<file path="config.mk">
export PLATFORM = sky130hd
export DESIGN_NAME = grid_local_maximum_finder_flat
export DESIGN_NICKNAME = d
export VERILOG_FILES = /design/src/hw/rtl/glmf_pkg.sv /design/src/hw/rtl/glmf_in_if.sv /design/src/hw/rtl/glmf_out_if.sv /design/src/hw/rtl/grid_local_maximum_finder.sv /design/src/hw/rtl/glmf_ram.sv /design/src/hw/rtl/glmf_result_fifo.sv /design/src/flat_wrapper.sv
export SDC_FILE = /design/constraint.sdc
export NUM_CORES = 2
export LEC_CHECK = 0
export BUFFER_PORTS_ARGS = -buffer_cell sky130_fd_sc_hd__clkbuf_2
export CORE_MARGIN = 1.5
export CORE_UTILIZATION = 66
export CTS_BUF_LIST = sky130_fd_sc_hd__clkbuf_2 sky130_fd_sc_hd__clkbuf_4 sky130_fd_sc_hd__clkbuf_8
export DETAILED_ROUTE_END_ITERATION = 8
export PLACE_DENSITY = 0.86
export SYNTH_ARGS = -nofsm -noshare
export SYNTH_HDL_FRONTEND = slang
export SYNTH_HIERARCHICAL = 1
export SYNTH_SLANG_ARGS = --single-unit
</file>
<file path="constraint.sdc">
create_clock -name clk -period 8.9 [get_ports clk]
set_clock_uncertainty 0.1 [all_clocks]
set_input_delay 0.89 -clock clk [delete_from_list [all_inputs] [get_ports clk]]
set_output_delay 0.89 -clock clk [all_outputs]
set_load 0.1 [all_outputs]
</file>
<file path="src/hw/rtl/glmf_pkg.sv">
`default_nettype none
package glmf_pkg;

	localparam int MAX_ROWS    = 32;
	localparam int MAX_COLS    = 32;
	localparam int VALUE_WIDTH = 16;
	localparam int ROW_W       = 5;
	localparam int COL_W       = 5;
	localparam int CNT_W       = 6;
	localparam int FIFO_DEPTH  = 8;
	localparam int FIFO_PTR_W  = 3;
	localparam int FIFO_CNT_W  = 4;
	localparam int RES_PER_IN  = 3;

	typedef enum logic {
		REG_ROW_COUNT = 1'b0,
		REG_COL_COUNT = 1'b1
	} reg_index_t;

	typedef logic signed [VALUE_WIDTH-1:0] value_t;

	typedef struct packed {
		logic [ROW_W-1:0] cell_row;
		logic [COL_W-1:0] cell_col;
		logic             is_peak;
		logic             last_of_run;
		logic             grid_end;
	} result_t;

	typedef struct packed {
		logic [RES_PER_IN-1:0]          valid;
		result_t [RES_PER_IN-1:0]       entry;
	} push_t;

	typedef struct packed {
		logic [FIFO_CNT_W-1:0] fill;
	} fifo_status_t;

endpackage
`default_nettype wire

</file>
<file path="src/hw/rtl/glmf_in_if.sv">
`default_nettype none
interface glmf_in_if import glmf_pkg::*; ();
	logic   valid;
	logic   ready;
	value_t value;

	modport source (output valid, output value, input ready);
	modport sink (input valid, input value, output ready);
endinterface
`default_nettype wire

</file>
<file path="src/hw/rtl/glmf_out_if.sv">
`default_nettype none
interface glmf_out_if import glmf_pkg::*; ();
	logic             valid;
	logic             ready;
	logic [ROW_W-1:0] cell_row;
	logic [COL_W-1:0] cell_col;
	logic             is_peak;
	logic             last_of_run;
	logic             grid_end;

	modport source (output valid, output cell_row, output cell_col, output is_peak,
		output last_of_run, output grid_end, input ready);
	modport sink (input valid, input cell_row, input cell_col, input is_peak,
		input last_of_run, input grid_end, output ready);
endinterface
`default_nettype wire

</file>
<file path="src/hw/rtl/grid_local_maximum_finder.sv">
`default_nettype none
// Streams a grid of signed values in row-major order, one value per beat, and reports for each
// cell whether it is at least every up, down, left and right neighbour inside the grid. An input
// beat can be taken every cycle while the result queue has room; it is registered, compared
// against a two-row column history held in a dual-read RAM and against the two previous values
// of its row, and its zero to three result beats go from that register into an eight-entry queue.
// Result beats leave at one per cycle while the receiver is ready, and along the last row, which
// can give up to three results per input, the output side sets the pace. Writing either count
// register restarts the grid at row 0, column 0; counts of 0 read as 1 and counts above 32 as 32.
module grid_local_maximum_finder import glmf_pkg::*; (
	input  wire logic        clk,
	input  wire logic        arst_n,
	input  wire logic        psel,
	input  wire logic        penable,
	input  wire logic        pwrite,
	input  wire logic [2:0]  paddr,
	input  wire logic [31:0] pwdata,
	output logic      [31:0] prdata,
	output logic             pready,
	glmf_in_if.sink          in_chan,
	glmf_out_if.source       out_chan
);

	localparam int HIST_W = 2 * VALUE_WIDTH;

	logic [CNT_W-1:0]  row_count_q;
	logic [CNT_W-1:0]  col_count_q;
	logic [ROW_W-1:0]  cur_row_q;
	logic [COL_W-1:0]  cur_col_q;
	logic              cfg_wr;
	logic [CNT_W-1:0]  wr_val;
	logic [CNT_W-1:0]  clamped;
	reg_index_t        wr_idx;
	logic              in_acc;

	logic              valid_s1;
	value_t            x_s1;
	logic [ROW_W-1:0]  row_s1;
	logic [COL_W-1:0]  col_s1;
	logic              hit_a_q;
	logic              hit_b_q;
	logic [HIST_W-1:0] byp_q;
	value_t            left1_q;
	value_t            left2_q;
	value_t            prev_left_q;

	logic [HIST_W-1:0] ram_a;
	logic [HIST_W-1:0] ram_b;
	logic [HIST_W-1:0] hist_a;
	logic [HIST_W-1:0] hist_b;
	value_t            up2;
	value_t            up1;
	value_t            up_right;
	logic [CNT_W-1:0]  r6;
	logic [CNT_W-1:0]  c6;
	logic              last_row;
	logic              last_col;
	logic [2:0]        res_valid;
	logic [2:0]        res_peak;
	logic [ROW_W-1:0]  res_row [RES_PER_IN];
	logic [COL_W-1:0]  res_col [RES_PER_IN];
	push_t             push;
	fifo_status_t      fifo_status;
	logic [FIFO_CNT_W-1:0] push_n;

	// Configuration port.
	assign pready = 1'b1;
	assign cfg_wr = psel && penable && pwrite && pready;
	assign wr_idx = reg_index_t'(paddr[2]);
	assign wr_val = pwdata[CNT_W-1:0];

	always_comb begin
		if (wr_val == '0) begin
			clamped = CNT_W'(1);
		end else if (wr_val > CNT_W'(MAX_ROWS)) begin
			clamped = CNT_W'(MAX_ROWS);
		end else begin
			clamped = wr_val;
		end
	end

	always_comb begin
		case (wr_idx)
			REG_ROW_COUNT: prdata = {{(32-CNT_W){1'b0}}, row_count_q};
			REG_COL_COUNT: prdata = {{(32-CNT_W){1'b0}}, col_count_q};
			default:       prdata = '0;
		endcase
	end

	// Input side: room for a full set of results must remain after the item in stage one.
	assign push_n       = FIFO_CNT_W'(res_valid[0]) + FIFO_CNT_W'(res_valid[1])
		+ FIFO_CNT_W'(res_valid[2]);
	assign in_chan.ready = (fifo_status.fill + push_n) <= FIFO_CNT_W'(FIFO_DEPTH - RES_PER_IN);
	assign in_acc        = in_chan.valid && in_chan.ready;

	always_ff @(posedge clk or negedge arst_n) begin
		if (!arst_n) begin
			row_count_q <= CNT_W'(MAX_ROWS);
			col_count_q <= CNT_W'(MAX_COLS);
			cur_row_q   <= '0;
			cur_col_q   <= '0;
			valid_s1    <= 1'b0;
		end else begin
			valid_s1 <= in_acc;
			if (cfg_wr) begin
				case (wr_idx)
					REG_ROW_COUNT: row_count_q <= clamped;
					REG_COL_COUNT: col_count_q <= clamped;
					default: ;
				endcase
				cur_row_q <= '0;
				cur_col_q <= '0;
			end else if (in_acc) begin
				if ({1'b0, cur_col_q} + CNT_W'(1) >= col_count_q) begin
					cur_col_q <= '0;
					if ({1'b0, cur_row_q} + CNT_W'(1) >= row_count_q) begin
						cur_row_q <= '0;
					end else begin
						cur_row_q <= cur_row_q + ROW_W'(1);
					end
				end else begin
					cur_col_q <= cur_col_q + COL_W'(1);
				end
			end
		end
	end

	// Stage one payload and the write-through path for a column being rewritten.
	always_ff @(posedge clk) begin
		if (in_acc) begin
			x_s1    <= in_chan.value;
			row_s1  <= cur_row_q;
			col_s1  <= cur_col_q;
			hit_a_q <= valid_s1 && (col_s1 == cur_col_q);
			hit_b_q <= valid_s1 && (col_s1 == cur_col_q + COL_W'(1));
			byp_q   <= {up1, x_s1};
		end
		if (valid_s1) begin
			left1_q     <= x_s1;
			left2_q     <= left1_q;
			prev_left_q <= up1;
		end
	end

	// Each entry holds the two latest rows of one column: older in the upper half.
	glmf_ram #(
		.WIDTH (HIST_W),
		.DEPTH (MAX_COLS)
	) u_hist (
		.clk     (clk),
		.wen     (valid_s1),
		.waddr   (col_s1),
		.wdata   ({up1, x_s1}),
		.raddr_a (cur_col_q),
		.raddr_b (cur_col_q + COL_W'(1)),
		.rdata_a (ram_a),
		.rdata_b (ram_b)
	);

	assign hist_a   = hit_a_q ? byp_q : ram_a;
	assign hist_b   = hit_b_q ? byp_q : ram_b;
	assign up2      = hist_a[HIST_W-1:VALUE_WIDTH];
	assign up1      = hist_a[VALUE_WIDTH-1:0];
	assign up_right = hist_b[VALUE_WIDTH-1:0];

	assign r6       = {1'b0, row_s1};
	assign c6       = {1'b0, col_s1};
	assign last_row = (r6 == row_count_q - CNT_W'(1));
	assign last_col = (c6 == col_count_q - CNT_W'(1));

	always_comb begin
		// Cell above, whose down neighbour is this beat.
		res_valid[0] = valid_s1 && (row_s1 != '0);
		res_row[0]   = row_s1 - ROW_W'(1);
		res_col[0]   = col_s1;
		res_peak[0]  = (up1 >= x_s1)
			&& !((r6 >= CNT_W'(2)) && (up1 < up2))
			&& !((col_s1 != '0) && (up1 < prev_left_q))
			&& !((c6 + CNT_W'(1) < col_count_q) && (up1 < up_right));
		// Cell to the left on the last row, whose right neighbour is this beat.
		res_valid[1] = valid_s1 && last_row && (col_s1 != '0);
		res_row[1]   = row_s1;
		res_col[1]   = col_s1 - COL_W'(1);
		res_peak[1]  = (left1_q >= x_s1)
			&& !((row_s1 != '0) && (left1_q < prev_left_q))
			&& !((c6 >= CNT_W'(2)) && (left1_q < left2_q));
		// The final cell settles itself.
		res_valid[2] = valid_s1 && last_row && last_col;
		res_row[2]   = row_s1;
		res_col[2]   = col_s1;
		res_peak[2]  = !((row_s1 != '0) && (x_s1 < up1))
			&& !((col_s1 != '0) && (x_s1 < left1_q));

		push.valid = res_valid;
		for (int k = 0; k < RES_PER_IN; k++) begin
			push.entry[k].cell_row    = res_row[k];
			push.entry[k].cell_col    = res_col[k];
			push.entry[k].is_peak     = res_peak[k];
			push.entry[k].grid_end    = ({1'b0, res_row[k]} == row_count_q - CNT_W'(1))
				&& ({1'b0, res_col[k]} == col_count_q - CNT_W'(1));
			push.entry[k].last_of_run = 1'b0;
		end
		if (res_valid[2]) begin
			push.entry[2].last_of_run = 1'b1;
		end else if (res_valid[1]) begin
			push.entry[1].last_of_run = 1'b1;
		end else if (res_valid[0]) begin
			push.entry[0].last_of_run = 1'b1;
		end
	end

	glmf_result_fifo u_fifo (
		.clk      (clk),
		.arst_n   (arst_n),
		.push     (push),
		.status   (fifo_status),
		.out_chan (out_chan)
	);

	assert property (@(posedge clk) disable iff (!arst_n)
		valid_s1 |-> (FIFO_CNT_W'(fifo_status.fill) + push_n) <= FIFO_CNT_W'(FIFO_DEPTH))
		else $error("Result queue overflow.");

	assert property (@(posedge clk) disable iff (!arst_n)
		cfg_wr |=> (cur_row_q == '0) && (cur_col_q == '0))
		else $error("Grid position not restarted after a register write.");

	assert property (@(posedge clk) disable iff (!arst_n)
		in_acc |=> valid_s1)
		else $error("Accepted beat did not reach stage one.");

	assert property (@(posedge clk) disable iff (!arst_n)
		(valid_s1 && last_row && last_col) |-> $countones(res_valid) != 0)
		else $error("Final grid cell produced no result.");

endmodule
`default_nettype wire

</file>
<file path="src/hw/rtl/glmf_ram.sv">
`default_nettype none
module glmf_ram #(
	parameter int WIDTH = 32,
	parameter int DEPTH = 32
) (
	input  wire logic                     clk,
	input  wire logic                     wen,
	input  wire logic [$clog2(DEPTH)-1:0] waddr,
	input  wire logic [WIDTH-1:0]         wdata,
	input  wire logic [$clog2(DEPTH)-1:0] raddr_a,
	input  wire logic [$clog2(DEPTH)-1:0] raddr_b,
	output logic      [WIDTH-1:0]         rdata_a,
	output logic      [WIDTH-1:0]         rdata_b
);

	logic [WIDTH-1:0] mem_q [DEPTH];

	always_ff @(posedge clk) begin
		if (wen) begin
			mem_q[waddr] <= wdata;
		end
		rdata_a <= mem_q[raddr_a];
		rdata_b <= mem_q[raddr_b];
	end

endmodule
`default_nettype wire

</file>
<file path="src/hw/rtl/glmf_result_fifo.sv">
`default_nettype none
module glmf_result_fifo import glmf_pkg::*; (
	input  wire logic         clk,
	input  wire logic         arst_n,
	input  wire push_t        push,
	output fifo_status_t      status,
	glmf_out_if.source        out_chan
);

	result_t                 fifo_q [FIFO_DEPTH];
	logic [FIFO_PTR_W-1:0]   wr_ptr_q;
	logic [FIFO_PTR_W-1:0]   rd_ptr_q;
	logic [FIFO_CNT_W-1:0]   count_q;
	logic [FIFO_PTR_W-1:0]   slot [RES_PER_IN];
	logic [FIFO_CNT_W-1:0]   push_n;
	logic                    pop;
	result_t                 head;

	// Valid results are packed into consecutive slots, keeping their order.
	always_comb begin
		slot[0] = wr_ptr_q;
		slot[1] = wr_ptr_q + FIFO_PTR_W'(push.valid[0]);
		slot[2] = wr_ptr_q + FIFO_PTR_W'(push.valid[0]) + FIFO_PTR_W'(push.valid[1]);
		push_n  = FIFO_CNT_W'(push.valid[0]) + FIFO_CNT_W'(push.valid[1])
			+ FIFO_CNT_W'(push.valid[2]);
	end

	assign pop  = out_chan.valid && out_chan.ready;
	assign head = fifo_q[rd_ptr_q];

	always_ff @(posedge clk) begin
		for (int k = 0; k < RES_PER_IN; k++) begin
			if (push.valid[k]) begin
				fifo_q[slot[k]] <= push.entry[k];
			end
		end
	end

	always_ff @(posedge clk or negedge arst_n) begin
		if (!arst_n) begin
			wr_ptr_q <= '0;
			rd_ptr_q <= '0;
			count_q  <= '0;
		end else begin
			wr_ptr_q <= wr_ptr_q + FIFO_PTR_W'(push_n);
			if (pop) begin
				rd_ptr_q <= rd_ptr_q + FIFO_PTR_W'(1);
			end
			count_q <= count_q + push_n - FIFO_CNT_W'(pop);
		end
	end

	assign status.fill          = count_q;
	assign out_chan.valid       = (count_q != '0);
	assign out_chan.cell_row    = head.cell_row;
	assign out_chan.cell_col    = head.cell_col;
	assign out_chan.is_peak     = head.is_peak;
	assign out_chan.last_of_run = head.last_of_run;
	assign out_chan.grid_end    = head.grid_end;

endmodule
`default_nettype wire

</file>
<file path="src/flat_wrapper.sv">
// flat-port wrapper written by rule: the top's interface ports become plain ports
module grid_local_maximum_finder_flat import glmf_pkg::*;
  (clk, arst_n, psel, penable, pwrite, paddr, pwdata, prdata, pready, in_chan_valid, in_chan_value, in_chan_ready, out_chan_valid, out_chan_cell_row, out_chan_cell_col, out_chan_is_peak, out_chan_last_of_run, out_chan_grid_end, out_chan_ready);
  glmf_in_if in_chan_i ();
  glmf_out_if out_chan_i ();
  input  wire logic clk;
  input  wire logic arst_n;
  input  wire logic psel;
  input  wire logic penable;
  input  wire logic pwrite;
  input  wire logic [2:0] paddr;
  input  wire logic [31:0] pwdata;
  output logic      [31:0] prdata;
  output logic pready;
  input wire logic [$bits(in_chan_i.valid)-1:0] in_chan_valid;
  input wire logic [$bits(in_chan_i.value)-1:0] in_chan_value;
  output wire logic [$bits(in_chan_i.ready)-1:0] in_chan_ready;
  output wire logic [$bits(out_chan_i.valid)-1:0] out_chan_valid;
  output wire logic [$bits(out_chan_i.cell_row)-1:0] out_chan_cell_row;
  output wire logic [$bits(out_chan_i.cell_col)-1:0] out_chan_cell_col;
  output wire logic [$bits(out_chan_i.is_peak)-1:0] out_chan_is_peak;
  output wire logic [$bits(out_chan_i.last_of_run)-1:0] out_chan_last_of_run;
  output wire logic [$bits(out_chan_i.grid_end)-1:0] out_chan_grid_end;
  input wire logic [$bits(out_chan_i.ready)-1:0] out_chan_ready;
  assign in_chan_i.valid = in_chan_valid;
  assign in_chan_i.value = in_chan_value;
  assign in_chan_ready = in_chan_i.ready;
  assign out_chan_valid = out_chan_i.valid;
  assign out_chan_cell_row = out_chan_i.cell_row;
  assign out_chan_cell_col = out_chan_i.cell_col;
  assign out_chan_is_peak = out_chan_i.is_peak;
  assign out_chan_last_of_run = out_chan_i.last_of_run;
  assign out_chan_grid_end = out_chan_i.grid_end;
  assign out_chan_i.ready = out_chan_ready;
  grid_local_maximum_finder u_core (.clk(clk), .arst_n(arst_n), .psel(psel), .penable(penable), .pwrite(pwrite), .paddr(paddr), .pwdata(pwdata), .prdata(prdata), .pready(pready), .in_chan(in_chan_i), .out_chan(out_chan_i));
endmodule
</file>
==> flow_summary.ini <==
[timing]
finalCritPeriodShare = 0.701
finalSetupViolCount = 0
tns_ps = 0
rsz0062_at_grt = no
finalCriticalPeriod_ps = 6240
relSlewSlack = 0.145
max_freq_mhz = 160
slew_viol_final = 0
hold_viol = 0
tightest_slew_ps = 1280
fin_ws_ps = 2660

[detailed_routing]
routed_wl_um = 165000
routed_via_density = 6.88
wl_per_cell_um = 27.9
drc = 0
drtPass1Iterations = 8
final_antenna_net_count = 0
drt-initial-drc-count = 6129
vias = 40700

[worst_setup_path]
worstRegToRegCells = 13
path_class = register to output pin
crit_top_cell = inv_1
crit_chain = inv_1, ha_1, nor3b_1, nor2b_1, nand2b_1, fa_1, inv_1, ha_1, inv_1, fa_1, xor2_1, nor2_1, nor2_1, clkbuf_2
critPathLaunch = u_core/row_s1[0]
start_kind = register
crit_slowest_cell = edfxtp_1
rr_startpoint = u_core/row_s1[0]
rrSetupSlack_ps = 2850
cp_top_family = adder cells
crit_fanout = 19
worstPathArrival_ps = 5250
worstPathRequired_ps = 7910
endpoint = in_chan_ready
crit_path_end_kind = output pin
max_stage_delay_ps = 670
crit_buf_inv = 4
path_depth = 14
rr_endpoint = u_core/u_fifo/fifo_q[5][6]

[floorplan]
die_area_sq_mm = 0.0958
io_pins = 106
die_y_um = 310
rows = 112
chipWidth_um = 310
initial_utilization = 0.666
core_sq_mm = 0.0932

[logic_synthesis]
synth.cell_area_sq_mm = 0.0620
ys_warn_count = 6
syn_avg_cell_area_sq_um = 13.8
synth_cells = 4490

[global_routing]
grt_max_degree = 136
grt_pass1_vias = 39600
grtUsageTotal = 0.342
gr-total-overflow = 0
antenna_found_initial = 5
grt_first_pass_wirelength_um = 241000

[pwr]
sw_frac_of_total = 0.389
power_frac_seq = 0.376
powerDensity_mw_per_mm2 = 332
p_leak_nw = 23.3
internal_power_mw = 13.6
irDropWorstVdd_v = 0.000279
pwr-share-clk = 0.224
p_total_mw = 22.3
p_sw_mw = 8.68
p_comb_frac = 0.400

[clock_tree]
clock_sinks = 1317
post_cts_resized = 0
ctsHtreeMaxLevel = 4
cts_made_buffers = 198
path_clk_slew_ps = 60
cts_tree = yes
clockRootBuffer = clkbuf_8
clock_path_buffers = 3
clock_latency_ps = 900

[place]
gp_congestion = 0.908
hpwlAfterDp_um = 91800
dp.cells = 5544
io_buffers = 50
place_ws_ps = 3060
placed_cell_area_sq_mm = 0.0630

[flow_run]
max_cap_violations = 0

[status]
status = finished, final reports clean

[worst_hold_path]
holdCritPathClass = primary input to register

[cells_and_area]
final_common_cell = edfxtp_1
fin_nets = 4702
stdcell_area_sq_mm = 0.0671
final_cell_mix = 1236 x edfxtp_1, 819 x mux2i_1, 278 x nand3_1
fin_cells = 5913
drive_above_1_share = 0.130
syn2layout_area_growth_pct = 8.10
layout make-up:
| cell class | instances | area (sq um) |
|---|---|---|
| Antenna cell | 2 | 5.00 |
| Clock buffer | 291 | 3550 |
| Clock inverter | 75 | 490 |
| Fill cell | 5757 | 26100 |
| Inverter | 107 | 402 |
| Multi-Input combinational cell | 2708 | 21000 |
| Sequential cell | 1317 | 38900 |
| Tap cell | 1254 | 1570 |
| Timing Repair Buffer | 159 | 1100 |
worst min-delay path by stage:
stage | start | to | slack [ps] | depth (start not counted)
detailed placement | u_core/row_count_q[4] | u_core/row_count_q[4] | 380 | 2
floorplan | u_core/row_count_q[4] | u_core/row_count_q[4] | 350 | 2
finish | in_chan_value[10] | u_core/x_s1[10] | 70 | 1
global placement | u_core/row_count_q[4] | u_core/row_count_q[4] | 370 | 2
global route | in_chan_value[6] | u_core/x_s1[6] | 60 | 1
CTS | in_chan_value[10] | u_core/x_s1[10] | 30 | 1
flip-flops by register name, summed over array words and instances, names as in the netlist:
name                    count
u_core/u_fifo/status        4
u_core/byp_q               32
u_core/col_s1               5
u_core/cur_col_q            5
u_core/u_fifo/rd_ptr_q      3
u_core/prev_left_q         16
u_core/valid_s1             1
u_core/col_count_q          6
u_core/u_fifo/wr_ptr_q      3
u_core/u_hist/rdata_a      32
u_core/row_count_q          6
u_core/u_fifo/fifo_q      104
u_core/cur_row_q            5
u_core/u_hist/rdata_b      16
u_core/left2_q             16
u_core/hit_a_q              1
u_core/x_s1                16
u_core/u_hist/mem_q      1024
u_core/hit_b_q              1
u_core/row_s1               5
u_core/left1_q             16
metrics by stage:
step	hold WS [ps]	utilization
6_report	73.0	0.720
5_1_grt	58.0	0.720
4_1_cts	26.2	0.719
3_5_place_dp	382	0.676
3_3_place_gp	370	0.676
2_1_floorplan	350	-
what timing repair did:
item                      CTS  global route
setup buffers               0             0
hold endpoints to repair   24             0
hold buffers                1             0
per-layer routing:
layer	GRT usage	part of all wire	vias up
met5	0	0.00017	-
met1	0.448	0.35	19700
met4	0.182	0.056	4
li1	-	-	17300
met2	0.533	0.46	3058
met3	0.0825	0.13	650
power groups by stage:
stage | clock network (mW) | logic [mW] | registers (mW)
finish | 4.99 | 8.92 | 8.38
global route | 5.27 | 9.37 | 8.42
CTS | 5.02 | 8.68 | 8.37
detailed placement | 0 | 8.62 | 8.49
global placement | 0 | 8.32 | 8.46
floorplan | 0 | 6.60 | 8.38
No activity file was read; power rests on OpenSTA's default activity.
